### src/design/text_console_writer_top_assert.svh
// Assertion macros for the text console writer top level.
// Depends on nothing; the using module must have clk and rst_n in scope.
`ifndef TEXT_CONSOLE_WRITER_TOP_ASSERT_SVH
`define TEXT_CONSOLE_WRITER_TOP_ASSERT_SVH

`ifndef SYNTHESIS
`define TCW_ASSERT_NOW(label, ante, cons) \
    label: assert property (@(posedge clk) disable iff (!rst_n) (ante) |-> (cons)) \
        else $error("text console writer check failed");
`define TCW_ASSERT_NEXT(label, ante, cons) \
    label: assert property (@(posedge clk) disable iff (!rst_n) (ante) |=> (cons)) \
        else $error("text console writer check failed");
`else
`define TCW_ASSERT_NOW(label, ante, cons)
`define TCW_ASSERT_NEXT(label, ante, cons)
`endif

`endif

### src/design/tcw_pkg.sv
// Shared types and constants for the text console writer.
// Used by tcw_ctrl, tcw_dp and text_console_writer_top; depends on nothing.
package tcw_pkg;

    localparam logic [1:0] CMD_WRITE = 2'd0;
    localparam logic [1:0] CMD_CLEAR = 2'd1;
    localparam logic [1:0] CMD_READ  = 2'd2;

    localparam logic [7:0] CH_NUL   = 8'h00;
    localparam logic [7:0] CH_BS    = 8'h08;
    localparam logic [7:0] CH_TAB   = 8'h09;
    localparam logic [7:0] CH_LF    = 8'h0A;
    localparam logic [7:0] CH_VT    = 8'h0B;
    localparam logic [7:0] CH_CR    = 8'h0D;
    localparam logic [7:0] CH_SPACE = 8'h20;

    localparam logic [3:0]  RESET_COLOR  = 4'd7;
    localparam logic [15:0] CELL_DEFAULT = 16'h0720;
    localparam logic [15:0] CELL_BLANK   = 16'h0020;

    typedef struct packed {
        logic [1:0]  cmd;
        logic [7:0]  char_code;
        logic [10:0] cell_addr;
    } req_t;

    typedef struct packed {
        logic [10:0] cursor_pos;
        logic [15:0] cell_value;
    } rsp_t;

    typedef enum logic [2:0] {
        OP_NONE,
        OP_NL,
        OP_CR,
        OP_BS,
        OP_TAB,
        OP_CHAR,
        OP_CLEAR,
        OP_READ
    } op_t;

    typedef enum logic [2:0] {
        WSEL_DEFAULT,
        WSEL_BLANK,
        WSEL_SPACE,
        WSEL_CHAR,
        WSEL_COPY
    } wsel_t;

    typedef struct packed {
        logic  accept;
        logic  col_clr;
        logic  col_inc;
        logic  col_dec;
        logic  row_inc;
        logic  home;
        logic  ptr_clr;
        logic  ptr_inc;
        logic  mem_we;
        logic  waddr_ptr;
        wsel_t wsel;
        logic  mem_re;
        logic  raddr_ptr;
        logic  load_rsp;
    } cmd_t;

    typedef struct packed {
        op_t  op;
        logic col_full;
        logic col_zero;
        logic row_last;
        logic tab_end;
        logic ptr_last;
        logic ptr_copy;
        logic rsp_free;
    } sts_t;

endpackage

### src/design/tcw_ctrl.sv
// Sequencer for the text console writer: decodes each request into cursor
// moves, cell writes and reads, scroll and clear sweeps. Depends on tcw_pkg.
module tcw_ctrl (
    input  logic          clk,
    input  logic          rst_n,
    input  logic          req_valid,
    output logic          req_ready,
    output tcw_pkg::cmd_t cmd,
    input  tcw_pkg::sts_t sts
);
    import tcw_pkg::*;

    typedef enum logic [9:0] {
        S_INIT   = 10'b00_0000_0001,
        S_IDLE   = 10'b00_0000_0010,
        S_EXEC   = 10'b00_0000_0100,
        S_NL     = 10'b00_0000_1000,
        S_SCR_RD = 10'b00_0001_0000,
        S_SCR_WR = 10'b00_0010_0000,
        S_PUT    = 10'b00_0100_0000,
        S_TAB    = 10'b00_1000_0000,
        S_FILL   = 10'b01_0000_0000,
        S_RESP   = 10'b10_0000_0000
    } state_t;

    state_t state_reg;
    state_t state_next;
    state_t cont_state;

    // where to go once a new line (and any scroll) is done
    always_comb
    begin
        case (sts.op)
            OP_TAB:  cont_state = S_TAB;
            OP_CHAR: cont_state = S_PUT;
            default: cont_state = S_RESP;
        endcase
    end

    always_comb
    begin
        cmd        = '0;
        cmd.wsel   = WSEL_DEFAULT;
        req_ready  = 1'b0;
        state_next = state_reg;
        case (state_reg)
            S_INIT:
            begin
                cmd.mem_we    = 1'b1;
                cmd.waddr_ptr = 1'b1;
                cmd.wsel      = WSEL_DEFAULT;
                cmd.ptr_inc   = 1'b1;
                if (sts.ptr_last)
                begin
                    state_next = S_IDLE;
                end
            end
            S_IDLE:
            begin
                req_ready = 1'b1;
                if (req_valid)
                begin
                    cmd.accept = 1'b1;
                    state_next = S_EXEC;
                end
            end
            S_EXEC:
            begin
                case (sts.op)
                    OP_CR:
                    begin
                        cmd.col_clr = 1'b1;
                        state_next  = S_RESP;
                    end
                    OP_BS:
                    begin
                        if (!sts.col_zero)
                        begin
                            cmd.col_dec = 1'b1;
                            state_next  = S_PUT;
                        end
                        else
                        begin
                            state_next = S_RESP;
                        end
                    end
                    OP_NL:
                    begin
                        state_next = S_NL;
                    end
                    OP_TAB:
                    begin
                        state_next = sts.col_full ? S_NL : S_TAB;
                    end
                    OP_CHAR:
                    begin
                        state_next = sts.col_full ? S_NL : S_PUT;
                    end
                    OP_CLEAR:
                    begin
                        cmd.home    = 1'b1;
                        cmd.ptr_clr = 1'b1;
                        state_next  = S_FILL;
                    end
                    OP_READ:
                    begin
                        cmd.mem_re = 1'b1;
                        state_next = S_RESP;
                    end
                    default:
                    begin
                        state_next = S_RESP;
                    end
                endcase
            end
            S_NL:
            begin
                cmd.col_clr = 1'b1;
                if (!sts.row_last)
                begin
                    cmd.row_inc = 1'b1;
                    state_next  = cont_state;
                end
                else
                begin
                    cmd.ptr_clr = 1'b1;
                    state_next  = S_SCR_RD;
                end
            end
            S_SCR_RD:
            begin
                // each row below the first is copied up one row; the last row is blanked
                if (sts.ptr_copy)
                begin
                    cmd.mem_re    = 1'b1;
                    cmd.raddr_ptr = 1'b1;
                    state_next    = S_SCR_WR;
                end
                else
                begin
                    cmd.mem_we    = 1'b1;
                    cmd.waddr_ptr = 1'b1;
                    cmd.wsel      = WSEL_SPACE;
                    cmd.ptr_inc   = 1'b1;
                    if (sts.ptr_last)
                    begin
                        state_next = cont_state;
                    end
                end
            end
            S_SCR_WR:
            begin
                cmd.mem_we    = 1'b1;
                cmd.waddr_ptr = 1'b1;
                cmd.wsel      = WSEL_COPY;
                cmd.ptr_inc   = 1'b1;
                state_next    = S_SCR_RD;
            end
            S_PUT:
            begin
                cmd.mem_we = 1'b1;
                if (sts.op == OP_BS)
                begin
                    cmd.wsel = WSEL_BLANK;
                end
                else
                begin
                    cmd.wsel    = WSEL_CHAR;
                    cmd.col_inc = 1'b1;
                end
                state_next = S_RESP;
            end
            S_TAB:
            begin
                cmd.mem_we  = 1'b1;
                cmd.wsel    = WSEL_SPACE;
                cmd.col_inc = 1'b1;
                if (sts.tab_end)
                begin
                    state_next = S_RESP;
                end
            end
            S_FILL:
            begin
                cmd.mem_we    = 1'b1;
                cmd.waddr_ptr = 1'b1;
                cmd.wsel      = WSEL_DEFAULT;
                cmd.ptr_inc   = 1'b1;
                if (sts.ptr_last)
                begin
                    state_next = S_RESP;
                end
            end
            S_RESP:
            begin
                if (sts.rsp_free)
                begin
                    cmd.load_rsp = 1'b1;
                    state_next   = S_IDLE;
                end
            end
            default:
            begin
                state_next = S_INIT;
            end
        endcase
    end

    always_ff @(posedge clk or negedge rst_n)
    begin
        if (!rst_n)
        begin
            state_reg <= S_INIT;
        end
        else
        begin
            state_reg <= state_next;
        end
    end

endmodule

### config.mk
export PLATFORM = sky130hd
export DESIGN_NAME = tcw_ctrl
export DESIGN_NICKNAME = d
export VERILOG_FILES = /design/src/design/text_console_writer_top_assert.svh /design/src/design/tcw_pkg.sv /design/src/design/tcw_ctrl.sv
export SDC_FILE = /design/constraint.sdc
export NUM_CORES = 1
export LEC_CHECK = 0
export BUFFER_PORTS_ARGS = -buffer_cell sky130_fd_sc_hd__buf_2
export CAP_MARGIN = 20
export CORE_MARGIN = 1.5
export CORE_UTILIZATION = 30
export CTS_CLUSTER_SIZE = 14
export DETAILED_ROUTE_END_ITERATION = 6
export HOLD_SLACK_MARGIN = 0.05
export PLACE_DENSITY = 0.5
export SYNTH_ARGS = -nofsm -noshare
export SYNTH_HDL_FRONTEND = slang
export SYNTH_SLANG_ARGS = --single-unit
### constraint.sdc
create_clock -name clk -period 6.23 [get_ports clk]
set_input_delay 1.5575 -clock clk [delete_from_list [all_inputs] [get_ports clk]]
set_output_delay 1.5575 -clock clk [all_outputs]
set_load 0.005 [all_outputs]
==> impl_metrics.yaml <==
run_status:
  status: "finished clean"
cells_and_area:
  insertedDiodeCount: 0
  final_util_pct: 35.9
  syn_to_final_growth_pct: 16.1
  nFillCells: 387
  drive_gt1_share_pct: 26.6
  largest_reg_flops: 10
  nets: 168
setup_path:
  crit_arrival_ns: 2.56
  cp.required_ns: 4.67
  path_delay_family: "simple AND/OR/NAND/NOR gates"
  cpMaxStageDelayCell: "or2_2"
  cp_num_buf_inv: 2
  start_kind: "input port"
  cpMostUsedCell: "buf_2"
  slowest_delay_ns: 0.27
  cp-startpoint: "sts[9]"
  r2r_start: "state_reg[5]"
  crit_type: "in2out"
  critPathCaptureType: "output pin"
  path_cells: "buf_2, nand2b_1, or2_2, a21oi_1, o21ai_0, buf_2"
  crit_path_max_fanout: 6
cts:
  htreeDepth: 1
  cts.repair.resized: 0
  clockRootBuffer: "clkbuf_4"
  cts_tree: "built"
  cts_buffers: 3
  clk_latency_ns: 0.27
  cts.sinks: 10
  cts_max_path_buffers: 2
  post_cts_buffers: 0
  postCtsHoldBufs: 0
  path_clk_slew_ns: 0.07
detailed_routing:
  drt_wl_total_um: 2780
  dr.pass1.iters: 4
  num_vias: 1032
  wl_per_cell_um: 13.9
  via_per_inst: 5.16
  drtIter0Drc: 16
  drc_errors: 0
  ant_nets: 0
die:
  start_util_pct: 31.0
  rows: 21
  dieArea_mm2: 0.00378
  pin_count: 30
  core-area_mm2: 0.00331
  die_x_um: 61.4
  dieHeight_um: 61.4
pwr:
  p_clk_share_pct: 13.4
  p_int_mw: 0.196
  vdd_drop_max_v: 0.000102
  cellLeakagePower_nw: 0.570
  seqPwrFrac_pct: 30.9
  switching_share_pct: 45.7
  combPwrFrac_pct: 55.7
  p_sw_mw: 0.165
  power.density_mw_per_mm2: 304
timing:
  setup_violations: 0
  timing.final.crit_share_pct: 66.1
  period_minus_slack_ns: 4.12
  setup_tns_ns: 0
  hold_violations: 0
  setup_slack_ns: 2.11
  tightestPinTransition_ns: 0.677
  final.setup_skew_ns: 0.00591
  maxSlewHeadroom_pct: 54.4
  drv_slew: 0
  rsz0062_at_grt: "false"
  max_clock_freq_ghz: 0.243
placement:
  gp_congestion: 0.789
  post-place-ws_ns: 2.12
  io_buffers: 29
  hpwlAfterDp_um: 2180
synth:
  netlist_area_mm2: 0.00102
  ys.flop_type: "dfrtp_1"
  async_reset_ff_share_pct: 100
  ys_seq_area_share_pct: 24.5
  ys_ff_latch: 10
  synth_top_cell_by_area: "dfrtp_1"
  ys_warn_count: 0
  syn_inst: 133
  synth_cell_type_count: 51
  synth_edf_count: 0
  syn_nets: 146
  synth_area_leaders: "dfrtp_1, nor2_1, nor2b_1, nor3b_1, clkbuf_1"
  syn_area_per_cell_um2: 7.70
  yosysTopAreaCellShare_pct: 22.0
global_route:
  use_met3_pct: 4.20
  grt_pass1_vias: 920
  grt_max_degree: 15
  grt-busiest-layer: "met2"
  grt-ovfl-total: 0
  use_met2_pct: 26.1
  use_met1_pct: 22.1
  grt_usage_pct: 16.2
  antenna_found_initial: 0
  grt_first_pass_wirelength_um: 4510
worst_hold_path:
  min_from: "state_reg[0]"
  hp-class: "reg2reg"
job:
  max_cap_violations: 0
power groups by stage:
| stage | Combinational, mW | Sequential [mW] | Clock, mW |
|---|---|---|---|
| 5_1_grt | 0.225 | 0.116 | 0.0531 |
| 3_5_place_dp | 0.203 | 0.112 | 0 |
| 3_3_place_gp | 0.203 | 0.110 | 0 |
| 2_1_floorplan | 0.188 | 0.0838 | 0 |
| 4_1_cts | 0.203 | 0.111 | 0.0509 |
| 6_report | 0.202 | 0.112 | 0.0485 |
path summary, 6_finish.rpt:
| check | to | slack [ns] | cells after the start |
|---|---|---|---|
| hold / removal | state_reg[0] | 0.58 | 1 |
| max in group asynchronous | state_reg[0] | 4.82 | 1 |
| hold reg to reg | state_reg[0] | 0.58 | 1 |
| min in group asynchronous | state_reg[8] | 1.14 | 1 |
| setup / recovery | cmd[4] | 2.11 | 6 |
| setup reg to reg | state_reg[4] | 3.93 | 5 |
cell usage after synthesis (2+ instances only):
| library cell | instances |
|---|---|
| nor4b_1 | 3 |
| a21oi_1 | 4 |
| nor2_1 | 15 |
| nand3_1 | 2 |
| nor3_1 | 5 |
| inv_1 | 3 |
| and3_1 | 3 |
| xnor2_1 | 3 |
| or3_1 | 2 |
| nand2b_1 | 3 |
| clkbuf_1 | 9 |
| dfrtp_1 | 9 |
| or4_4 | 2 |
| a31oi_1 | 2 |
| buf_6 | 2 |
| nand4_1 | 3 |
| or2_2 | 2 |
| nor2b_1 | 7 |
| and4b_1 | 3 |
| nor3b_1 | 5 |
| nand2_1 | 8 |
| a21o_1 | 2 |
| o21ai_0 | 6 |
| and2_1 | 3 |
layer usage:
metal	routed length (um)	vias up
li1	-	530
met1	1360	480
met2	1310	22
met3	109	0
met4	0	0
met5	0	-
kinds of logic (layout without fill, tap and decap cells):
group / Yosys count / count (layout) / share of synthesized area, %
muxes: 1 / 1 / 0.977
buffers and inverters: 15 / 36 / 7.33
AOI/OAI and AO/OA: 31 / 31 / 21.6
DFF: 10 / 10 / 24.5
and+or+nand+nor: 72 / 72 / 42.1
xor gates and xnor gates: 4 / 4 / 3.42
worst reg2reg max path: cells and delay by family, from the launching register on:
family	cells	cell delay (ns)
compound gates	2	0.36
flops	1	0.50
simple gates	3	1.36
stage by stage:
stage          hold WS, ns  power, mW  std cells  area (um2)
2_1_floorplan        0.620      0.272        133        1020
3_3_place_gp         0.554      0.313        196        1160
3_5_place_dp         0.570      0.315        196        1160
4_1_cts              0.576      0.365        200        1190
5_1_grt              0.595      0.395        200        1190
6_report             0.576      0.362        200        1190
area by class of cell:
type / count / area [um2] / share of cell area, %
clock buffer: 4 / 26.3 / 2.21
inverter: 3 / 11.3 / 0.946
multi-input combinational: 108 / 698 / 58.7
sequential: 10 / 251 / 21.1
tap: 46 / 57.6 / 4.84
timing repair buffer: 29 / 145 / 12.2
cell usage in the layout (no fill, tap or decap), drive strengths merged, types with 3 or more instances in the layout:
master and count:
a21oi 4, nor4b 3, nand2b 3, or4 3, and3 3, o21ai 8
buf 29, nor2b 7, nand4 3, nor3b 5, nor2 15, dfrtp 9
or2 3, clkbuf 4, xnor2 3, nor3 5, nand2 8, inv 3
and4b 3, and2 4
Note: power is estimated with default switching activity, not from simulation.
